--- src/sv/ilid_pkg.sv ---
package ilid_pkg;

    // Field widths fixed by the request and result formats
    localparam int OP_W      = 3;
    localparam int POS_W     = 10;
    localparam int WORD_W    = 32;
    localparam int STATUS_W  = 2;
    localparam int LEN_OUT_W = 7;

    // Stream payload widths (fields packed from bit 0, padded to bytes)
    localparam int IN_DATA_W  = 48;
    localparam int OUT_DATA_W = 48;

    // Taps merged per group in the first level of the read tree
    localparam int GROUP = 32;

    typedef logic [WORD_W-1:0] word_t;

    typedef enum logic [OP_W-1:0] {
        OP_READ   = 3'd0,
        OP_HEAD   = 3'd1,
        OP_TAIL   = 3'd2,
        OP_INSERT = 3'd3,
        OP_DELETE = 3'd4
    } op_t;

    typedef enum logic [STATUS_W-1:0] {
        ST_DONE  = 2'd0,
        ST_RANGE = 2'd1,
        ST_FULL  = 2'd2
    } status_t;

    // What every cell does on one edge
    typedef enum logic [1:0] {
        CELL_HOLD   = 2'd0,
        CELL_INSERT = 2'd1,
        CELL_DELETE = 2'd2
    } cell_op_t;

    typedef struct packed {
        cell_op_t           op;
        logic               rd;
        logic [POS_W-1:0]   pos;
        word_t              data;
    } cell_cmd_t;

endpackage

--- src/sv/ilid_cell.sv ---
module ilid_cell #(
    parameter int INDEX = 0
) (
    input  logic               clk,
    input  ilid_pkg::cell_cmd_t cmd,
    input  ilid_pkg::word_t    left,   // value held by the cell one place lower
    input  ilid_pkg::word_t    right,  // value held by the cell one place higher
    output ilid_pkg::word_t    value,
    output ilid_pkg::word_t    tap
);

    localparam logic [ilid_pkg::POS_W-1:0] MY_POS = ilid_pkg::POS_W'(INDEX);

    ilid_pkg::word_t value_reg, value_next;
    ilid_pkg::word_t tap_reg, tap_next;

    // Shift up on insert, down on delete, load at the insert position
    always_comb
    begin
        value_next = value_reg;
        unique case (cmd.op)
            ilid_pkg::CELL_INSERT:
            begin
                if (MY_POS > cmd.pos)
                    value_next = left;
                else if (MY_POS == cmd.pos)
                    value_next = cmd.data;
            end
            ilid_pkg::CELL_DELETE:
            begin
                if (MY_POS >= cmd.pos)
                    value_next = right;
            end
            default:
                value_next = value_reg;
        endcase
    end

    // Read tap: own value when addressed, zero otherwise
    always_comb
    begin
        tap_next = '0;
        if (cmd.rd && (MY_POS == cmd.pos))
            tap_next = value_reg;
    end

    always_ff @(posedge clk)
    begin
        value_reg <= value_next;
        tap_reg   <= tap_next;
    end

    assign value = value_reg;
    assign tap   = tap_reg;

endmodule

--- config.mk ---
export PLATFORM = sky130hd
export DESIGN_NAME = ilid_cell
export DESIGN_NICKNAME = d
export VERILOG_FILES = /design/src/sv/ilid_pkg.sv /design/src/sv/ilid_cell.sv
export SDC_FILE = /design/constraint.sdc
export NUM_CORES = 1
export LEC_CHECK = 0
export ABC_AREA = 1
export ABC_CLOCK_PERIOD_IN_PS = 3600
export BUFFER_PORTS_ARGS = -buffer_cell sky130_fd_sc_hd__buf_2
export CAP_MARGIN = 30
export CORE_MARGIN = 10
export CORE_UTILIZATION = 40
export CTS_BUF_LIST = sky130_fd_sc_hd__clkbuf_16
export DETAILED_ROUTE_END_ITERATION = 8
export PLACE_DENSITY = 0.88
export SYNTH_ARGS = -nofsm -noshare
export SYNTH_HDL_FRONTEND = slang
export SYNTH_SLANG_ARGS = --single-unit
--- constraint.sdc ---
create_clock -name clk -period 3.6 [get_ports clk]
set_clock_uncertainty 0.15 [all_clocks]
set_input_delay 0 -clock clk [delete_from_list [all_inputs] [get_ports clk]]
set_output_delay 0 -clock clk [all_outputs]
set_load 0.02 [all_outputs]
Word-level counts from Yosys, hierarchy flattened

Index checks and enable logic that the tools add are counted.

Order comparisons: 2
Equality and inequality tests: 4
Muxes and demuxes: 4
Reductions and logical operators: 4

Operators with widths:

| kind                | count |
|---|---|
| $mux 32             | 3 |
| $pmux 32 s2         | 1 |
| $ge 1x10->1 const A | 1 |
| $gt 1x10->1 const A | 1 |
| $logic_not 10->1    | 1 |
| $ne 3x3->1 const B  | 1 |
| $reduce_and 3->1    | 1 |
| $eq 2x1->1 const B  | 1 |
| $eq 2x2->1 const B  | 1 |
| $ne 2x2->1 const B  | 1 |
| $reduce_bool 2->1   | 1 |
| $logic_and 1x1->1   | 1 |

Register bits after elaboration: 64
Word-level logic and storage cells: 16

Longest topological paths before layout

Gate-level depths: netlist (run 1).

Depth after elaboration: 4
Depth in mapped cells: 6
Mapped depth without buffers: 5

Worst setup path after synthesis (run 1)

OpenSTA, ideal clock, no wires.

Path type: input to register
Start: input cmd[39] (netlist name)
End: register value_reg[0] (netlist: value[0]), enable pin
Data arrival time: 1.814 ns
Data required time: 3.029 ns
Slack: 1.215 ns
Stages on the path: 4
Cells stage by stage: or2_1 nor2_2 nand2_1 nor2_1

Cells in the longest elaborated chain, start to end: 3

RTL lines:

| what                                                             | line            | source |
|---|---|---|
| from (decl)                                                      | ilid_cell.sv:5  | `input ilid_pkg::cell_cmd_t cmd,` |
| $gt 1x10->1, or another cell as far along                        | ilid_cell.sv:24 | `if (MY_POS > cmd.pos)` |
| $ne 3x3->1 (no source line) / $ne 2x2->1 (equally long branches) | --              |  |
| $reduce_and 3->1 (no source line) (*)                            | --              |  |
| to (signal assigned)                                             | ilid_cell.sv:49 | `value_reg <= value_next;` |
| to (decl)                                                        | ilid_cell.sv:14 | `ilid_pkg::word_t value_reg, value_next;` |

Every way passes the cells marked *; elsewhere a longest branch is shown, timed or not.
A chain may end at the register's enable or synchronous reset.

Worst setup path after layout (run 1)

Start: input cmd[44] (netlist name)
End: register value_reg[1] (netlist: value[1]) (data pin)

Cells in the longest elaborated chain, start to end: 2

RTL lines:

| what                                            | line            | source |
|---|---|---|
| $eq 2x2->1 / $eq 2x1->1 (equally long branches) | ilid_cell.sv:21 | `unique case (cmd.op)` |
| $pmux 32 s2 (*)                                 | ilid_cell.sv:21 |  |
| via value_next[1]                               | ilid_cell.sv:14 |  |

The timed path passes the listed nets; every way through them passes the cells marked *.

==> qor.csv, run 1 <==
stage;metric;value;unit
placement;placed_cell_area;3243;um2
yosys;syn_nets;361;
drt;routed-via-count;2412;
worst_setup_path;cp_slowest_stage_delay;0.56;ns
yosys;synth_top_area_cell;edfxtp_1;
drt;ant_nets;0;
global_routing;grt.overflow.total;0;
clock_tree;ctsResizeCount;0;
yosys;synthSimpleGateAreaFrac;27.07;%
yosys;yosysWarnings;0;
power;combPwrFrac;9.6;%
yosys;synth_compound_area_share;0;%
yosys;synth.most_common_cell;nand2_1;
sta;max_slew_margin;38.88;%
yosys;synthCells;251;
clock_tree;htreeDepth;3;
placement;numPortBuffers;141;
layout;drive_gt1_share;41.13;%
worst_setup_path;cp.arrival;2.07;ns
global_routing;gr-usage-met2;31.61;%
worst_hold_path;hold_class;in -> reg;
yosys;synthAdderAreaFrac;0;%
floorplanning;rows;28;
yosys;ys_seq_elements;64;
layout;layout.nets;567;
yosys;synthFlopType;edfxtp_1;
yosys;ys_top_cells_by_count;nand2_1 (67), inv_1 (33), dfxtp_1 (32), edfxtp_1 (32), nand3_1 (32);
layout;final_core_util;70.23;%
layout;fin_area;4183;um2
worst_setup_path;worstPathCellList;buf_2 > buf_4 > nand2_1 > buf_8 > nand2_1 > nand2_1 > dlygate4sd3_1;
floorplanning;die_y;98.78;um
worst_setup_path;worstSetupStartpointType;input port;
global_routing;use_met1;16.43;%
job;maxCapViolations;0;
sta;rsz0062_at_grt;no;
yosys;synth_edf_count;32;
floorplanning;ioPinCount;174;
drt;drtIter0Drc;54;
sta;period_share;59.76;%
clock_tree;cts.sinks;64;
layout;area_growth;68.50;%
worst_setup_path;critPathSlowestCell;dlygate4sd3_1;
yosys;yosys-top-cells-area;edfxtp_1 (39%), dfxtp_1 (26%), nand2_1 (10%), nor2_2 (7.3%), nand3_1 (6.5%);
global_routing;track_usage;17.07;%
worst_setup_path;worstPathRequired;3.52;ns
drt;drc;0;
power;internal_power;1.414;mW
worst_setup_path;end_kind;flip-flop;
sta;tns;0;ns
global_routing;grt_pass1_vias;2594;
worst_setup_path;r2r_cells;2;
floorplanning;core_area;5956;um2
clock_tree;clkLatencyLatePin;0.33;ns
yosys;synth_top_family_by_area;simple AND/OR/NAND/NOR gates;
drt;wl_per_cell;15.56;um
drt;via_per_inst;4.483;
global_routing;use_met3;5.517;%
power;sequentialPowerShare;43.3;%
drt;first_pass_iters;4;
worst_setup_path;critPathMaxFanout;21;
sta;worstMarginPinSlew;0.9147;ns
drt;drt_wl_total;8373;um
power;switchingPower;0.3620;mW
placement;hpwl;5627;um
sta;maxSlewViolCount;0;
floorplanning;die_w;98.78;um
global_routing;antenna_found_initial;1;
yosys;syn_avg_cell_area;9.890;um2
power;powerDensity;424.6;nW/um2
floorplanning;start_util;41.68;%
sta;hold_ws;0.1751;ns
clock_tree;cts_tree;built;
power;power;1.776;mW
clock_tree;path_clk_slew;0.06;ns
worst_hold_path;hold_depth;3;
power;switching_share;20.38;%
layout;nFillCells;446;
clock_tree;max-clock-path-buffers;2;
yosys;synth_mux_area_share;0;%
worst_setup_path;critPathKind;in -> reg;
sta;hold_viol;0;
yosys;synth_seq_area_share;64.52;%
clock_tree;cts-root-buf;clkbuf_16;
clock_tree;numCtsBuffers;9;
yosys;synthArstFlopShare;0;%
yosys;synth_xor_xnor_area_share;0.3528;%
global_routing;busiest_layer;met2;
power;ir_drop;267.7;uV
worst_setup_path;crit_top_cell;nand2_1;
power;pwr-share-clk;47.1;%
power;p_leak;2.149;nW
yosys;syn_area;2482;um2
sta;max_freq;464.8;MHz
global_routing;grt_start_max_net_pins;34;
floorplanning;die_area;9757;um2
sta;period_minus_slack;2.151;ns
run_status;outcome;finished, final reports clean;
placement;gp_congestion;0.7894;
yosys;synth_cell_types;16;
sta;finalSetupViolCount;0;
global_routing;grt_pass1_wl;13030;um
yosys;synth_top_area_share;38.71;%
-- final cells by class --
cell class / count / area, um2 / share of cell area, %
timing repair buffer: 208 / 1376 / 32.90
clock inverter: 5 / 21.27 / 0.5085
multi-input combinational: 141 / 688.2 / 16.45
antenna: 1 / 2.502 / 0.05983
tap: 75 / 93.84 / 2.243
sequential: 64 / 1602 / 38.29
inverter: 33 / 123.9 / 2.961
clock buffer: 11 / 275.3 / 6.581
-- worst max-delay path: cells and delay by family --
family	cells	cell delay, ns
buffers and inverters	4	1.45
AND/OR/NAND/NOR	3	0.60
-- logic make-up after synthesis --
family / count (synthesis)
xor gates and xnor gates: 1
DFF: 64
and+or+nand+nor: 140
buffers and inverters: 46
-- final timing paths --
check	to	slack, ns	start
max	value[1]	1.45	cmd[44]
min	value[15]	0.18	cmd[43]
max reg2reg	tap[19]	2.78	value[19]
min reg2reg	tap[16]	0.34	value[16]
-- stage by stage --
step | instances | setup slack, ns
CTS | 537 | 1.522
finish | 538 | 1.449
floorplan | 251 | 1.215
global placement | 456 | 1.601
detailed placement | 457 | 1.728
global route | 538 | 1.313
-- per-layer routing --
layer  routed length (um)  vias to the layer above
li1                     -                     1191
met1                 2969                     1092
met2                 4533                      107
met3                  626                       22
met5                    0                        -
met4                  244                        0
-- layout by cell type (no fill, tap or decap) --
cell,instances
nand3_1,32
nor2_1,6
xnor2_1,1
edfxtp_1,32
dlygate4sd3_1,64
nor2_2,29
buf_4,2
inv_1,36
clkbuf_16,11
nand2_1,67
clkinv_2,2
dfxtp_1,32
diode_2,1
nand3_4,1
and2_1,1
buf_8,1
buf_2,141
or2_1,1
nor2_4,3
-- power groups by stage --
stage               sequential [mW]  clock (mW)  combinational [mW]
finish                        0.769       0.837               0.170
detailed placement            0.784           0              0.0978
floorplan                     0.784           0              0.0436
global placement              0.783           0              0.0924
global route                  0.768       0.880               0.188
CTS                           0.769       0.843               0.165
-- timing repair --
action / CTS / global route
endpoints found under the hold margin: 32 / 0
buffers inserted: 0 / 0
hold buffers: 64 / 0
Power figures use the tool's default switching activity.
==> run 2: changes to the inputs <==
==> config.mk (replaced) <==
export PLATFORM = sky130hd
export DESIGN_NAME = ilid_cell
export DESIGN_NICKNAME = d
export VERILOG_FILES = /design/src/sv/ilid_pkg.sv /design/src/sv/ilid_cell.sv
export SDC_FILE = /design/constraint.sdc
export NUM_CORES = 1
export LEC_CHECK = 0
export ABC_AREA = 0
export ABC_CLOCK_PERIOD_IN_PS = 1900
export BUFFER_PORTS_ARGS = -buffer_cell sky130_fd_sc_hd__buf_2
export CAP_MARGIN = 30
export CORE_MARGIN = 10
export CORE_UTILIZATION = 38
export CTS_BUF_LIST = sky130_fd_sc_hd__clkbuf_16
export DETAILED_ROUTE_END_ITERATION = 8
export PLACE_DENSITY = 0.86
export SYNTH_ARGS = -nofsm -noshare
export SYNTH_HDL_FRONTEND = slang
export SYNTH_SLANG_ARGS = --single-unit
==> constraint.sdc (replaced) <==
create_clock -name clk -period 1.9 [get_ports clk]
set_clock_uncertainty 0.15 [all_clocks]
set_input_delay 0 -clock clk [delete_from_list [all_inputs] [get_ports clk]]
set_output_delay 0 -clock clk [all_outputs]
set_load 0.02 [all_outputs]
==> qor.csv, run 2 <==
stage;metric;value;unit;change
yosys;syn_area;2671;um2;+7.6%
layout;drive_gt1_share;57.61;%;+16 points
clock_tree;cts.sinks;64;;unchanged
global_routing;use_met3;6.568;%;+1.1 points
yosys;synth_top_area_cell;edfxtp_1;;
placement;numPortBuffers;141;;unchanged
clock_tree;post_cts_buffers;0;;unchanged
yosys;syn_avg_cell_area;14.44;um2;+46%
clock_tree;cts-root-buf;clkbuf_16;;
yosys;yosysWarnings;0;;unchanged
yosys;synthCells;185;;-26%
layout;final_common_cell;buf_2;;
clock_tree;ctsResizeCount;0;;unchanged
drt;routed-via-count;2295;;-4.9%
worst_hold_path;hold_depth;3;;unchanged
clock_tree;cts_tree;built;;
floorplanning;die_w;103.8;um;+5.1%
sta;worstMarginPinSlew;0.5914;ns;-0.3232 ns
layout;layout.nets;499;;-12%
sta;period_minus_slack;1.622;ns;
drt;drc;0;;unchanged
global_routing;grt_start_max_net_pins;33;;-2.9%
drt;via_per_inst;4.655;;+3.8%
worst_setup_path;rr_startpoint;value[31];;
layout;mostFrequentLayoutCells;buf_2 (141), dlygate4sd3_1 (64), nand2_1 (32), dfxtp_1 (32), edfxtp_1 (32);;
drt;wl_per_cell;18.21;um;+17%
layout;fin_area;4335;um2;+3.6%
floorplanning;ioPinCount;174;;unchanged
worst_hold_path;min_from;cmd[42];;
clock_tree;clkLatencyLatePin;0.32;ns;about the same
sta;max_slew_margin;60.57;%;+22 points
yosys;synth_cell_types;16;;unchanged
placement;hpwl;5709;um;+1.5%
yosys;ys_top_cells_by_count;dfxtp_1 (32), edfxtp_1 (32), nand2_1 (32), mux2_2 (30), nor4_2 (30);;
worst_setup_path;critPathMaxFanout;2;;-90%
floorplanning;die_area;10780;um2;+11%
worst_setup_path;worstPathRequired;1.81;ns;-1.71 ns
yosys;synthArstFlopShare;0;%;unchanged
floorplanning;core_area;6832;um2;+15%
worst_setup_path;critPathKind;in -> reg;;
power;power;3.296;mW;+86%
layout;final_core_util;63.46;%;-6.8 points
worst_hold_path;holdPathEnd;tap[31];;
yosys;synth_top_area_share;35.97;%;-2.7 points
clock_tree;path_clk_slew;0.05;ns;about the same
power;p_leak;1.798;nW;-16%
global_routing;grt_pass1_wl;14060;um;+7.9%
worst_setup_path;cp.arrival;1.53;ns;-0.54 ns
floorplanning;start_util;39.10;%;-2.6 points
worst_setup_path;worstSetupStartpointType;input port;;
layout;nFillCells;552;;+24%
power;powerDensity;760.3;nW/um2;+79%
global_routing;grt_pass1_vias;2637;;+1.7%
sta;max_freq;616.7;MHz;
sta;hold_viol;0;;unchanged
placement;placed_cell_area;3415;um2;+5.3%
worst_setup_path;r2r_cells;2;;unchanged
floorplanning;rows;30;;+7.1%
sta;maxSlewViolCount;0;;unchanged
placement;place_ws;0.1339;ns;-1.594 ns
yosys;synth_seq_area_share;59.95;%;-4.6 points
global_routing;gr-usage-met2;29.91;%;-1.7 points
global_routing;antenna_found_initial;2;;+1
clock_tree;htreeDepth;3;;unchanged
yosys;synthFlopType;edfxtp_1;;
global_routing;use_met1;15.53;%;-0.90 points
sta;tns;0;ns;unchanged
yosys;ys_seq_elements;64;;unchanged
sta;timing.final.ws_setup;0.2783;ns;-1.170 ns
floorplanning;die_y;103.8;um;+5.1%
worst_setup_path;end_kind;flip-flop;;
layout;area_growth;62.30;%;
yosys;yosys-top-cells-area;edfxtp_1 (36%), dfxtp_1 (24%), nor4_2 (14%), mux2_2 (13%), nand2_1 (4.5%);;
sta;finalSetupViolCount;0;;unchanged
drt;first_pass_iters;4;;unchanged
job;maxCapViolations;0;;unchanged
yosys;syn_nets;295;;-18%
sta;rsz0062_at_grt;no;;
worst_setup_path;reg2reg_to;tap[31];;
drt;drt_wl_total;8977;um;+7.2%
run_status;outcome;finished, final reports clean;;
clock_tree;max-clock-path-buffers;2;;unchanged
drt;drtIter0Drc;54;;unchanged
drt;ant_nets;0;;unchanged
global_routing;grt.overflow.total;0;;unchanged
global_routing;busiest_layer;met2;;
yosys;synth_edf_count;32;;unchanged
sta;period_share;85.35;%;
placement;gp_congestion;0.7744;;-1.9%
worst_hold_path;hold_class;in -> reg;;
clock_tree;cts_hold_buf;64;;unchanged
global_routing;track_usage;16.32;%;-0.75 points
worst_setup_path;r2r_setup_slack;1.01;ns;-1.77 ns
clock_tree;numCtsBuffers;9;;unchanged
power;ir_drop;482.0;uV;+80%
-- run 2: cell count changes after synthesis, sizes merged, moves of 5 or more --
cell / delta
clkbuf: +5
inv: -33
mux2: +32
nand2: -35
nand3: -33
nor2: -38
nor4: +33
-- run 2: cell type report --
class                      instances  area (um2)  share of cell area (%)
clock inverter                     7       47.55                   1.097
tap                               96       120.1                   2.771
antenna                            3       7.507                  0.1732
clock buffer                       9       225.2                   5.195
timing repair buffer             212        1399                   32.27
multi-input combinational        102       934.6                   21.56
sequential                        64        1602                   36.94
-- run 2: cells by family after synthesis --
group	count (synthesis)	share of synthesized area, %
flops	64	59.95
xor+xnor	1	0.3279
simple gates	69	20.42
mux	32	13.49
buf+inv	19	5.808
-- run 2: metrics by stage --
| step | hold slack, ns | instances |
|---|---|---|
| after CTS | 0.04173 | 490 |
| after floorplan | -0.03060 | 185 |
| after detailed placement | 0.1420 | 410 |
| after global routing | 0.08003 | 493 |
| after global placement | 0.1378 | 410 |
| final | 0.04325 | 493 |
-- run 2: metal layers --
metal	vias up	part of all wire (%)
met2	89	55
met1	1091	35
met5	-	0
met3	18	7.1
li1	1097	-
met4	0	3.2
-- run 2: worst max-delay path by stage --
stage / from / end / slack, ns / depth (start not counted)
floorplan: cmd[39] / value[0] / -0.62 / 4
global placement: cmd[39] / value[10] / 0.18 / 4
detailed placement: cmd[39] / value[10] / 0.13 / 4
CTS: cmd[5] / value[5] / 0.34 / 4
global route: right[2] / value[2] / 0.28 / 4
finish: right[2] / value[2] / 0.28 / 4
-- run 2: power by group --
| group | leakage, nW | switching, mW | internal, mW | total (mW) |
|---|---|---|---|---|
| clock network | 0.129 | 0.598 | 0.879 | 1.48 |
| registers | 0.545 | 0.000277 | 1.45 | 1.45 |
| logic | 1.12 | 0.139 | 0.226 | 0.364 |
| total | 1.80 | 0.737 | 2.56 | 3.30 |
-- run 2: critical path, stage by stage --
cell and delay (ns):
dlygate4sd3_1 0.57, buf_2 0.13, mux2_2 0.26, dlygate4sd3_1 0.57
